## src/hjc_pkg.sv

```systemverilog
// Shared constants and types for the headset jack classifier.
package hjc_pkg;

  localparam int DEF_SAMPLE_BITS = 10;
  localparam int AUTO_FLOOR_RST  = 100;
  localparam int QUEUE_DEPTH     = 4;

  typedef struct packed {
    logic fast_poll;
    logic button_bit;
    logic microphone_bit;
    logic headphone_bit;
  } hjc_flags_t;

  typedef struct packed {
    logic restart;
    logic manual_zero;
  } hjc_ctrl_t;

endpackage

```

## src/hjc_front.sv

```systemverilog
// Front stage: accepts a request and precomputes the state-independent products.
module hjc_front
  import hjc_pkg::*;
#(
  parameter int SAMPLE_BITS = DEF_SAMPLE_BITS,
  parameter int ITEM_W      = 4 * DEF_SAMPLE_BITS + 12
) (
  input  logic                   clk,
  input  logic                   rst,
  input  logic                   in_valid,
  output logic                   in_ready,
  input  logic [SAMPLE_BITS-1:0] sample,
  input  logic                   conv_error,
  output logic                   item_valid,
  input  logic                   item_ready,
  output logic [ITEM_W-1:0]      item
);

  localparam int XW     = SAMPLE_BITS + 5;
  localparam int SHIFT  = SAMPLE_BITS + 10;
  localparam int PW     = 2 * SAMPLE_BITS + 11;
  localparam longint unsigned RECIP = ((64'd1 << SHIFT) / 21) + 1;

  logic [XW-1:0]          x20;
  logic [XW-1:0]          x20m2;
  logic [XW-1:0]          x20p1;
  logic                   gt2;
  logic [PW-1:0]          prod;
  logic [SAMPLE_BITS-1:0] quot;

  always_comb begin
    x20   = {1'b0, sample, 4'b0000} + {3'b000, sample, 2'b00};
    x20m2 = x20 - XW'(40);
    x20p1 = x20 + XW'(20);
    gt2   = sample > SAMPLE_BITS'(2);
    prod  = PW'(x20) * PW'(RECIP);
    quot  = prod[SHIFT +: SAMPLE_BITS];
  end

  assign in_ready = !item_valid || item_ready;

  always_ff @(posedge clk) begin
    if (rst) begin
      item_valid <= 1'b0;
    end else if (in_ready) begin
      item_valid <= in_valid;
    end
    if (in_ready && in_valid) begin
      item <= {conv_error, gt2, sample, quot, x20m2, x20p1};
    end
  end

endmodule

```

## src/hjc_fifo.sv

```systemverilog
// Small request queue between the front and back stages.
module hjc_fifo
  import hjc_pkg::*;
#(
  parameter int WIDTH = 4 * DEF_SAMPLE_BITS + 12,
  parameter int DEPTH = QUEUE_DEPTH
) (
  input  logic             clk,
  input  logic             rst,
  input  logic             in_valid,
  output logic             in_ready,
  input  logic [WIDTH-1:0] in_data,
  output logic             out_valid,
  input  logic             out_ready,
  output logic [WIDTH-1:0] out_data
);

  localparam int AW = (DEPTH > 1) ? $clog2(DEPTH) : 1;

  logic [WIDTH-1:0] mem [DEPTH];
  logic [AW-1:0]    wr_ptr;
  logic [AW-1:0]    rd_ptr;
  logic [AW:0]      count;
  logic             push;
  logic             pop;

  assign in_ready  = count != (AW+1)'(DEPTH);
  assign out_valid = count != '0;
  assign push      = in_valid && in_ready;
  assign pop       = out_valid && out_ready;
  assign out_data  = mem[rd_ptr];

  always_ff @(posedge clk) begin
    if (rst) begin
      wr_ptr <= '0;
      rd_ptr <= '0;
      count  <= '0;
    end else begin
      if (push) begin
        wr_ptr <= (wr_ptr == AW'(DEPTH - 1)) ? '0 : wr_ptr + AW'(1);
      end
      if (pop) begin
        rd_ptr <= (rd_ptr == AW'(DEPTH - 1)) ? '0 : rd_ptr + AW'(1);
      end
      if (push && !pop) begin
        count <= count + (AW+1)'(1);
      end else if (pop && !push) begin
        count <= count - (AW+1)'(1);
      end
    end
    if (push) begin
      mem[wr_ptr] <= in_data;
    end
  end

endmodule

```

## src/hjc_back.sv

```systemverilog
// Back stage: calibration state, jack classification and output register.
module hjc_back
  import hjc_pkg::*;
#(
  parameter int SAMPLE_BITS = DEF_SAMPLE_BITS,
  parameter int ITEM_W      = 4 * DEF_SAMPLE_BITS + 12
) (
  input  logic                   clk,
  input  logic                   rst,
  input  hjc_ctrl_t              ctrl,
  input  logic [SAMPLE_BITS-1:0] restart_level,
  input  logic [SAMPLE_BITS-1:0] floor_rst,
  input  logic                   item_valid,
  output logic                   item_ready,
  input  logic [ITEM_W-1:0]      item,
  output logic                   out_valid,
  input  logic                   out_ready,
  output logic                   report_valid,
  output hjc_flags_t             flags,
  output logic [SAMPLE_BITS-1:0] level_now
);

  localparam int XW = SAMPLE_BITS + 5;
  localparam logic [1:0] PRES_NONE      = 2'd0;
  localparam logic [1:0] PRES_HEADPHONE = 2'd1;
  localparam logic [1:0] PRES_HEADSET   = 2'd2;

  logic [SAMPLE_BITS-1:0] cal_level, cal_level_next;
  logic [SAMPLE_BITS-1:0] cand_level, cand_level_next;
  logic [1:0]             run_count, run_count_next;
  logic [1:0]             presence, presence_next;

  logic                   err;
  logic                   gt2;
  logic [SAMPLE_BITS-1:0] val;
  logic [SAMPLE_BITS-1:0] quot;
  logic [XW-1:0]          x20m2;
  logic [XW-1:0]          x20p1;
  logic [XW-1:0]          cal21;
  logic [XW-1:0]          cand21;
  logic                   cal_hi;
  logic                   take;
  logic                   rv_next;
  hjc_flags_t             flags_next;
  logic                   fire;

  assign {err, gt2, val, quot, x20m2, x20p1} = item;
  assign item_ready = !out_valid || out_ready;
  assign fire       = item_valid && item_ready;

  always_comb begin
    cal21  = {1'b0, cal_level, 4'b0000} + {3'b000, cal_level, 2'b00} + XW'(cal_level);
    cand21 = {1'b0, cand_level, 4'b0000} + {3'b000, cand_level, 2'b00} + XW'(cand_level);
    cal_hi = gt2 && (cal21 < x20m2);
    take   = (run_count == 2'd0) || (x20p1 <= cand21);

    cal_level_next  = cal_level;
    cand_level_next = cand_level;
    run_count_next  = run_count;
    presence_next   = presence;
    rv_next         = 1'b0;
    flags_next      = '0;
    flags_next.fast_poll = presence != PRES_NONE;

    if (!err) begin
      rv_next = 1'b1;
      if (ctrl.manual_zero) begin
        if (cal_hi) begin
          if (take) begin
            cand_level_next = quot;
          end
          if (run_count == 2'd3) begin
            cal_level_next = cand_level_next;
            run_count_next = 2'd0;
          end else begin
            run_count_next = run_count + 2'd1;
          end
        end else begin
          run_count_next = 2'd0;
        end
      end

      if (val < (cal_level_next >> 1)) begin
        presence_next        = PRES_NONE;
        flags_next.fast_poll = 1'b0;
      end else if (val < cal_level_next) begin
        flags_next.headphone_bit = 1'b1;
        if (presence == PRES_NONE) begin
          presence_next = PRES_HEADPHONE;
        end else if (presence[1]) begin
          flags_next.microphone_bit = 1'b1;
          flags_next.button_bit     = 1'b1;
        end
      end else begin
        presence_next             = PRES_HEADSET;
        flags_next.headphone_bit  = 1'b1;
        flags_next.microphone_bit = 1'b1;
      end
    end
  end

  always_ff @(posedge clk) begin
    if (rst) begin
      cal_level  <= floor_rst;
      cand_level <= '0;
      run_count  <= '0;
      presence   <= PRES_NONE;
      out_valid  <= 1'b0;
    end else begin
      if (ctrl.restart) begin
        cal_level  <= restart_level;
        cand_level <= '0;
        run_count  <= '0;
      end else if (fire) begin
        cal_level  <= cal_level_next;
        cand_level <= cand_level_next;
        run_count  <= run_count_next;
        presence   <= presence_next;
      end
      if (item_ready) begin
        out_valid <= item_valid;
      end
    end
    if (fire) begin
      report_valid <= rv_next;
      flags        <= flags_next;
      level_now    <= cal_level_next;
    end
  end

endmodule

```

## src/headset_jack_classifier.sv

```systemverilog
// Top level: configuration registers, front stage, request queue and back stage.
//
// Headset jack classifier. Takes one ADC reading per request and returns one result
// per request, in order. One request per clock is sustained while m_tready is high;
// the calibration and presence update in the back stage is combinational between
// its state registers, which sets that rate. Each request passes through the front
// register, the queue and the output register. Configuration writes restart
// calibration via a registered strobe; write them only while no request is in
// flight. The ADC reading sits in s_tdata, the conversion-error flag in s_tuser.
module headset_jack_classifier
  import hjc_pkg::*;
#(
  parameter int SAMPLE_BITS = DEF_SAMPLE_BITS
) (
  input  logic                               clk,
  input  logic                               rst,
  input  logic                               s_tvalid,
  output logic                               s_tready,
  // [SAMPLE_BITS-1:0] sample, zero padded
  input  logic [((SAMPLE_BITS+7)/8)*8-1:0]   s_tdata,
  // [0] conv_error
  input  logic                               s_tuser,
  output logic                               m_tvalid,
  input  logic                               m_tready,
  // [0] headphone_bit, [1] microphone_bit, [2] button_bit, [3] fast_poll,
  // [SAMPLE_BITS+3:4] level_now, zero padded
  output logic [((SAMPLE_BITS+11)/8)*8-1:0]  m_tdata,
  // [0] report_valid
  output logic                               m_tuser,
  input  logic                               psel,
  input  logic                               penable,
  input  logic                               pwrite,
  input  logic [2:0]                         paddr,
  input  logic [31:0]                        pwdata,
  output logic [31:0]                        prdata,
  output logic                               pready
);

  localparam int ITEM_W = 4 * SAMPLE_BITS + 12;
  localparam int OW     = ((SAMPLE_BITS + 11) / 8) * 8;

  typedef enum logic {
    REG_MANUAL = 1'b0,
    REG_FLOOR  = 1'b1
  } reg_idx_t;

  logic [SAMPLE_BITS-1:0] manual_level;
  logic [SAMPLE_BITS-1:0] auto_floor;
  logic                   restart;
  logic                   cfg_wr;
  reg_idx_t               reg_idx;
  hjc_ctrl_t              ctrl;
  logic [SAMPLE_BITS-1:0] restart_level;

  logic                   f_valid, f_ready;
  logic [ITEM_W-1:0]      f_item;
  logic                   q_valid, q_ready;
  logic [ITEM_W-1:0]      q_item;

  logic                   report_valid;
  hjc_flags_t             flags;
  logic [SAMPLE_BITS-1:0] level_now;

  assign pready  = 1'b1;
  assign cfg_wr  = psel && penable && pwrite && pready;
  assign reg_idx = reg_idx_t'(paddr[2]);

  always_comb begin
    case (reg_idx)
      REG_MANUAL: prdata = 32'(manual_level);
      REG_FLOOR:  prdata = 32'(auto_floor);
      default:    prdata = '0;
    endcase
  end

  always_ff @(posedge clk) begin
    if (rst) begin
      manual_level <= '0;
      auto_floor   <= SAMPLE_BITS'(AUTO_FLOOR_RST);
      restart      <= 1'b0;
    end else begin
      restart <= cfg_wr;
      if (cfg_wr) begin
        case (reg_idx)
          REG_MANUAL: manual_level <= pwdata[SAMPLE_BITS-1:0];
          REG_FLOOR:  auto_floor   <= pwdata[SAMPLE_BITS-1:0];
          default:    ;
        endcase
      end
    end
  end

  assign restart_level    = (manual_level != '0) ? manual_level : auto_floor;
  assign ctrl.restart     = restart;
  assign ctrl.manual_zero = manual_level == '0;

  hjc_front #(
    .SAMPLE_BITS (SAMPLE_BITS),
    .ITEM_W      (ITEM_W)
  ) u_front (
    .clk        (clk),
    .rst        (rst),
    .in_valid   (s_tvalid),
    .in_ready   (s_tready),
    .sample     (s_tdata[SAMPLE_BITS-1:0]),
    .conv_error (s_tuser),
    .item_valid (f_valid),
    .item_ready (f_ready),
    .item       (f_item)
  );

  hjc_fifo #(
    .WIDTH (ITEM_W),
    .DEPTH (QUEUE_DEPTH)
  ) u_fifo (
    .clk       (clk),
    .rst       (rst),
    .in_valid  (f_valid),
    .in_ready  (f_ready),
    .in_data   (f_item),
    .out_valid (q_valid),
    .out_ready (q_ready),
    .out_data  (q_item)
  );

  hjc_back #(
    .SAMPLE_BITS (SAMPLE_BITS),
    .ITEM_W      (ITEM_W)
  ) u_back (
    .clk           (clk),
    .rst           (rst),
    .ctrl          (ctrl),
    .restart_level (restart_level),
    .floor_rst     (SAMPLE_BITS'(AUTO_FLOOR_RST)),
    .item_valid    (q_valid),
    .item_ready    (q_ready),
    .item          (q_item),
    .out_valid     (m_tvalid),
    .out_ready     (m_tready),
    .report_valid  (report_valid),
    .flags         (flags),
    .level_now     (level_now)
  );

  assign m_tuser = report_valid;
  assign m_tdata = OW'({level_now, flags.fast_poll, flags.button_bit,
                        flags.microphone_bit, flags.headphone_bit});

endmodule
```

## config.mk

```make
export PLATFORM = sky130hd
export DESIGN_NAME = headset_jack_classifier
export DESIGN_NICKNAME = d
export VERILOG_FILES = /design/src/hjc_pkg.sv /design/src/hjc_front.sv /design/src/hjc_fifo.sv /design/src/hjc_back.sv /design/src/headset_jack_classifier.sv
export SDC_FILE = /design/constraint.sdc
export NUM_CORES = 1
export LEC_CHECK = 0
export BUFFER_PORTS_ARGS = -buffer_cell sky130_fd_sc_hd__buf_2
export CAP_MARGIN = 15
export CORE_MARGIN = 1.5
export CORE_UTILIZATION = 45
export CTS_CLUSTER_DIAMETER = 100
export DETAILED_ROUTE_END_ITERATION = 8
export SYNTH_ARGS = -nofsm -noshare
export SYNTH_HDL_FRONTEND = slang
export SYNTH_HIERARCHICAL = 1
export SYNTH_SLANG_ARGS = --single-unit
```

## constraint.sdc

```tcl
create_clock -name clk -period 7.8 [get_ports clk]
set_input_delay 0.39 -clock clk [delete_from_list [all_inputs] [get_ports clk]]
set_output_delay 0.39 -clock clk [all_outputs]
set_load 0.01 [all_outputs]
```

* Yosys cells after proc, flatten, opt, wreduce, memory -nomap -nowiden
Memories as Yosys holds them, arrays and structs flattened. A register that Yosys moved wholly into a read port is not among the register bits. Cells that the tools add are included.
Storage, ports and cells: register bits after elaboration 121, memory bits (writable) 208, input bits 59, output and inout bits 52, word-level logic and storage cells 109, memories 1
Memories:
- u_fifo.mem | depth 4, width 52, rd ports 1, clocked after memory_dff 1, write ports 1, RTL line hjc_fifo.sv:20 | logic [WIDTH-1:0] mem [DEPTH];
Operators by class: $add $sub $neg 12, $mul 1, $lt $le $gt $ge 5, eq/ne operators 5, multiplexer cells 31, bitwise gates (word level) 4, reductions and logical operators 31
Operators by type and width (count):
- 10-bit two-way mux | 9
- 32-bit one-hot mux with 2 select lines | 1
- 14-bit by 12-bit adder with 15-bit output | 3
- 15-bit by 10-bit adder with 15-bit output | 2
- 15-bit by 16-bit multiplier with 30-bit output, second input constant | 1
- 2-bit two-way mux | 12
- 15-bit by 5-bit adder with 15-bit output, second input constant | 1
- 15-bit <= comparator | 1
- 15-bit less-than comparator | 1
- 15-bit by 6-bit subtractor with 15-bit output, second input constant | 1
- 10-bit by 2-bit > comparator with 1-bit output, second input constant | 1
- 10-bit logical NOT | 1
- 10-bit less-than comparator | 1
- 10-bit by 9-bit less-than comparator with 1-bit output | 1
- 10-bit nonzero test | 1
- 3-bit two-way mux | 3
- 1-bit logical AND | 8
- 4-bit AND reduction | 2
- 2-bit by 1-bit adder with 2-bit output, second input constant | 3
- 2-bit == test, second input constant | 3
- 2-bit nonzero test | 3
- 1-bit two-way mux | 5
- 1-bit logical NOT | 4
- 2-bit logical NOT | 2
- other kinds (12) | 19

* Depth between registers and ports, before layout
depth after elaboration 13, mapped depth 29, gate-level depth less buffers 28

* By module
Netlist, hierarchy kept.
Modules (own cells, without submodules):
- hjc_fifo | times used 1, cells an instance 320, area an instance 7967.6 um2, seq. area each 6426.2 um2
- hjc_front | times used 1, cells an instance 512, area an instance 5395.2 um2, seq. area each 1431.4 um2
- hjc_back | times used 1, cells an instance 460, area an instance 4314.1 um2, seq. area each 1051.0 um2
- headset_jack_classifier | times used 1, cells an instance 139, area an instance 1346.3 um2, seq. area each 420.4 um2

* Worst setup path before layout
Ideal clock, no wire load.
path kind input-to-reg, start point input s_tdata[0], end point register u_front.item[32], data pin, setup time 0.273 ns, arrival 5.833 ns, required time 7.527 ns, setup slack 1.694 ns, cell stages on the path 21, buffers on the path 0, cell sequence ha_1 fa_1 a21o_1 and4_1 o2111a_1 or3_4 ha_1 ha_1 inv_1 fa_1 fa_1 inv_1 fa_1 ha_1 ha_1 a211oi_1 nand3b_1 o211ai_1 nand2_1 a2111oi_0 a211oi_1
Between the ends: word-level cells in the longest chain between the ends 2
RTL lines:
- start, declared | RTL line headset_jack_classifier.sv:20 | input logic [((SAMPLE_BITS+7)/8)*8-1:0] s_tdata,
- 14-bit by 12-bit adder with 15-bit output | RTL line hjc_front.sv:32 | x20 = {1'b0, sample, 4'b0000} + {3'b000, sample, 2'b00};
- 15-bit by 16-bit multiplier with 30-bit output | RTL line hjc_front.sv:36 | prod = PW'(x20) * PW'(RECIP);
- via u_front.prod[22] | RTL line hjc_front.sv:28 | logic [PW-1:0] prod;
- end signal, assigned | RTL line hjc_front.sv:49 | item <= {conv_error, gt2, sample, quot, x20m2, x20p1};
- end, declared | RTL line hjc_front.sv:16 | output logic [ITEM_W-1:0] item
The timed path passes the listed nets, and every way through them passes these cells. A chain may end at the register's enable or synchronous reset.

* Worst setup path in the final report
start point register u_back.cal_level[2], end point register, netlist name u_back/flags[1]
Between the ends: word-level cells in the longest chain between the ends 9, elaborated cells on any way between the ends 12, those cells by class add/sub (2); order compare (3); mux (5); reduce/logical (2)
RTL lines:
- start, declared | RTL line hjc_back.sv:28 | logic [SAMPLE_BITS-1:0] cal_level, cal_level_next;
- start signal, assigned | RTL line hjc_back.sv:104 | cal_level <= floor_rst;
- start signal, assigned | RTL line hjc_back.sv:111 | cal_level <= restart_level;
- start signal, assigned | RTL line hjc_back.sv:115 | cal_level <= cal_level_next;
- 14-bit by 12-bit adder with 15-bit output | RTL line hjc_back.sv:52 | cal21 = {1'b0, cal_level, 4'b0000} + {3'b000, cal_level, 2'b00} + XW'(cal_level);
- 15-bit by 10-bit adder with 15-bit output | RTL line hjc_back.sv:52
- 15-bit less-than comparator | RTL line hjc_back.sv:54 | cal_hi = gt2 && (cal21 < x20m2);
- 1-bit logical AND | RTL line hjc_back.sv:54
- 10-bit two-way mux | RTL line hjc_back.sv:68 | if (cal_hi) begin
- 10-bit two-way mux * | RTL line hjc_back.sv:67 | if (ctrl.manual_zero) begin
- 10-bit two-way mux * | RTL line hjc_back.sv:65 | if (!err) begin
- 10-bit less-than comparator or 10-bit by 9-bit less-than comparator with 1-bit output (tied branches) | RTL line hjc_back.sv:86, hjc_back.sv:83
- 2-bit two-way mux or 2-bit OR reduction (tied branches)
Mark *: on every way between the ends. The rest lies on a longest branch, timed or not. The select of a mux whose other input is x is not followed.

==> metrics list <==
- Setup repair after global routing left no endpoint under its margin.
* # diodes: 0
- The worst register-to-register path begins at u_back/cal_level[2]$_DFFE_PP_.
* Average wire length per cell after detail routing: approximately 18 um
* Share of synthesized area occupied by flip-flops and latches: between 40% and 50%
- Hold wc startpoint: s_tuser
- Met2 Resource Use GR: between 20 and 30%
* Launching element of the worst setup path: u_back/cal_level[2]$_DFFE_PP_
- Buffers inserted during clock tree synthesis total 34.
- Relative slew slack: a little over a third
- Clock buffer depth: 3
* Count of unique library cells instantiated by Yosys: just under 90
- The die is ~210 um wide.
- Largest vdd supply drop: a little over 0.5 mV
- Endpoint arrival time on the critical path: just over 7000 ps
* Slowest CP cell: sky130_fd_sc_hd__fa_1
- For this design, the CTS-stage hold fixing added 0 buffers.
- Time the worst path needs with I/O delays and setup: 6910 ps
* Count of nets after finishing: 1819
- Setup-failing EPs final: 0
- The congestion estimate from routability-driven global placement came to 0.847.
* Global-route layer with the greatest usage: met2
- After routing the design area is 0.0210 mm^2.
- Cell type with the largest total area after synthesis: sky130_fd_sc_hd__edfxtp_1
- In this run the cell area of the synthesized design comes to 0.0190 mm^2.
- After synthesis, the largest area contributor takes up ~44% of total cell area.
- The first routing iteration left 530 violations.
* I/O pin cnt: 111
- Final hold viol count: 0
- Total vias in the final route: 11000
* Simple-gate portion of the synthesized area: roughly 7.8%
* Final clock period utilization by the worst path: 88.6%
* Congestion Overflow GR: 0
- Input and output buffers added on the ports amount to 55.
- After synthesis, the largest family of logic cells by area is adder cells.
- Clock-pin slew was measured on the worst setup and hold paths at ~60 ps.
- The via count of the first global-routing pass came to about 11000.
- Share of synthesized cell area in full adder, half adder and majority cells: 18.6%
- For this run, asynchronously set or reset flops after synthesis account for 0%.
- Number of resized instances in the post-cts repair step: 0
- Derived from the worst setup path, the maximum achievable clock frequency is ~140 MHz.
- DRC errors left: 0
- Across the run, the number of max-cap violations was 0.
- Biggest cell delay along the critical path: ~610 ps
- Clk sink count: ~330
- Routed WL: between 30 and 40 mm
- Kind of launch point of the worst setup path: flop
* Min-delay worst type: primary input to flop
* # rows: 75
* Transition time of the tightest slew-check pin: 961 ps
- Die area: 0.0435 mm^2
- CP endpoint kind: flop
* Portion of netlist area occupied by mux cells: 10.1%
- The count of nets left with antenna violations once routing finished came out at 0.
- The worst path meets setup with between 800 and 900 ps of slack.
- The cell that appears most often on the critical path is sky130_fd_sc_hd__o21ai_1.
- Dividing total power by cell area gives a power density of 414 mW/mm^2.
- The first global-routing pass estimated approximately 60 mm of wire.
- Relative to the synthesized area, the layout overhead comes to 10.4%.
* Final total negative setup slack: 0 ps
* Met3 Resource Use GR: about 2.4%
- Timing analysis after detailed placement gives a worst setup slack of about 850 ps.
* CP Max Fanout: 7
- CTS built an H-tree with a depth of 2.
- Antenna violations before repair: 0
- Parity-gate share of the synthesized area counting xor and xnor cells: about 2.5%
- Number of enable-type register cells in the synthesized netlist: between 200 and 300
- At the worst endpoint, the required time is approximately 8000 ps.
* Status: completed
* Max Transition Viols Final: 0
- The first detailed-routing pass took 5 iterations.
* Post-synthesis compound-gate area fraction: 6.72%
* Overall global routing resource usage: roughly 18%
* Post-CTS Setup Inserts: 0
* Synthesis Warnings: 6
- Cells with a size suffix above 1 make up 14.9% of the layout.
- Initial cell density of the core: 45.5%
- Clock skew on the completed layout was measured at between 20 and 25 ps.
* Pin count of the biggest net entering global routing: 53
- The placed instances occupy a cell area of ~0.020 mm^2.
- Detailed placement finished with a half-perimeter wire length of between 20 and 30 mm.
* Y dimension of the die: between 200 and 250 um
* Most area-consuming cells after synthesis: sky130_fd_sc_hd__edfxtp_1, sky130_fd_sc_hd__ha_1, sky130_fd_sc_hd__mux4_2
* Average instance area after synthesis: about 13 um^2
* Placeable core area: roughly 0.042 mm^2
- Overall power of the completed layout: approximately 8.7 mW
- CTS tree: yes
- Synthesis-stage register bit count: about 330
* Post-DR vias/cell: about 5.3
- Grt met1 use: around a quarter
- The cell count after synthesis came out at 1431.
- Clock latency on the worst-skew pair, taken at its later pin, is approximately 530 ps.
- Among all flip-flop cells after synthesis, the most frequent one is sky130_fd_sc_hd__edfxtp_1.
- The tree is rooted in a sky130_fd_sc_hd__clkbuf_16.
- Fill cells in the final layout number approximately 3700.
* Kind of critical path: flop to flop
* LEAKAGE: 8.54 nW
==> placed cells by master (no fill, tap or decap), types with 39 or more instances in the layout <==
cell / netlist / routed
sky130_fd_sc_hd__mux2i_1: 41 / 41
sky130_fd_sc_hd__dfxtp_1: 46 / 44
sky130_fd_sc_hd__nor2_1: 71 / 71
sky130_fd_sc_hd__a21oi_1: 50 / 50
sky130_fd_sc_hd__mux4_2: 52 / 52
sky130_fd_sc_hd__fa_1: 49 / 49
sky130_fd_sc_hd__edfxtp_1: 280 / 280
sky130_fd_sc_hd__inv_1: 146 / 146
sky130_fd_sc_hd__buf_2: 4 / 55
sky130_fd_sc_hd__conb_1: 3 / 39
sky130_fd_sc_hd__ha_1: 205 / 205
sky130_fd_sc_hd__nand2_1: 56 / 56
==> sequential cells by signal, indices dropped and copies added (netlist names), 2 cells and up, named ones only <==
signal and count:
u_fifo/mem 208, u_front/item 47, auto_floor 10, manual_level 10
u_back/cal_level 10, u_back/cand_level 10, u_back/level_now 10, u_back/flags 4
u_fifo/count 3, u_back/presence 2, u_back/run_count 2, u_fifo/rd_ptr 2
u_fifo/wr_ptr 2
==> report_power, final <==
| part | internal [mW] | total, mW | switching, mW |
|---|---|---|---|
| Combinational | 1.96 | 4.56 | 2.60 |
| Sequential | 2.27 | 2.49 | 0.214 |
| Clock | 0.977 | 1.65 | 0.674 |
==> worst max-delay path: cells and delay by family, from the launching register on <==
| family | cells | cell delay, ps |
|---|---|---|
| fa+ha+maj | 4 | 1690 |
| buf+inv | 2 | 330 |
| flops | 1 | 520 |
| simple gates | 5 | 610 |
| compound gates | 14 | 3120 |
| mux | 1 | 420 |
==> worst paths after layout <==
check | to | depth (start not counted) | slack (ps)
max | u_back/flags[1]$_SDFFCE_PP0P_ | 26 | 890
max reg2reg | u_back/flags[1]$_SDFFCE_PP0P_ | 26 | 890
min reg2reg | flop | 2 | 480
min | u_front/item[51]$_DFFE_PP_ | 1 | 50
==> layer usage <==
layer	share of wire (%)	vias to the layer above
li1	-	5383
met1	46	5388
met2	47	189
met3	3.3	75
met4	3.7	0
met5	0	-
==> layout make-up <==
type                       instances  area [um^2]  share of cell area, %
sequential                       326         9330                   44.5
clock buffer                      41          908                   4.33
inverter                         151          573                   2.73
timing repair buffer              68          385                   1.84
multi-input combinational        925         8870                   42.3
clock inverter                    21          249                   1.19
tap                              539          674                   3.21
==> cells by family after synthesis <==
group | count (synthesis)
AOI/OAI and AO/OA | 185
xor gates and xnor gates | 53
adders and majority gates | 254
buffers and inverters | 216
DFF | 326
muxes | 121
other | 3
and+or+nand+nor | 273
==> cells in the mapped netlist, types with 35 or more instances <==
cell type and n:
sky130_fd_sc_hd__a21oi_1 50, sky130_fd_sc_hd__buf_4 40, sky130_fd_sc_hd__dfxtp_1 46, sky130_fd_sc_hd__edfxtp_1 280, sky130_fd_sc_hd__fa_1 49, sky130_fd_sc_hd__ha_1 205, sky130_fd_sc_hd__inv_1 146, sky130_fd_sc_hd__mux2i_1 41
sky130_fd_sc_hd__mux4_2 52, sky130_fd_sc_hd__nand2_1 56, sky130_fd_sc_hd__nand2b_1 35, sky130_fd_sc_hd__nor2_1 71
==> stage by stage <==
| step | cells | util [%] | hold WS (ps) |
|---|---|---|---|
| 2_1_floorplan | 1467 | - | 458 |
| 3_3_place_gp | 2009 | 47.4 | 467 |
| 3_5_place_dp | 2009 | 47.4 | 480 |
| 4_1_cts | 2071 | 50.2 | 25.7 |
| 5_1_grt | 2071 | 50.2 | 30.9 |
| 6_report | 2071 | 50.2 | 47.5 |
(Power assumes the default switching activity.)
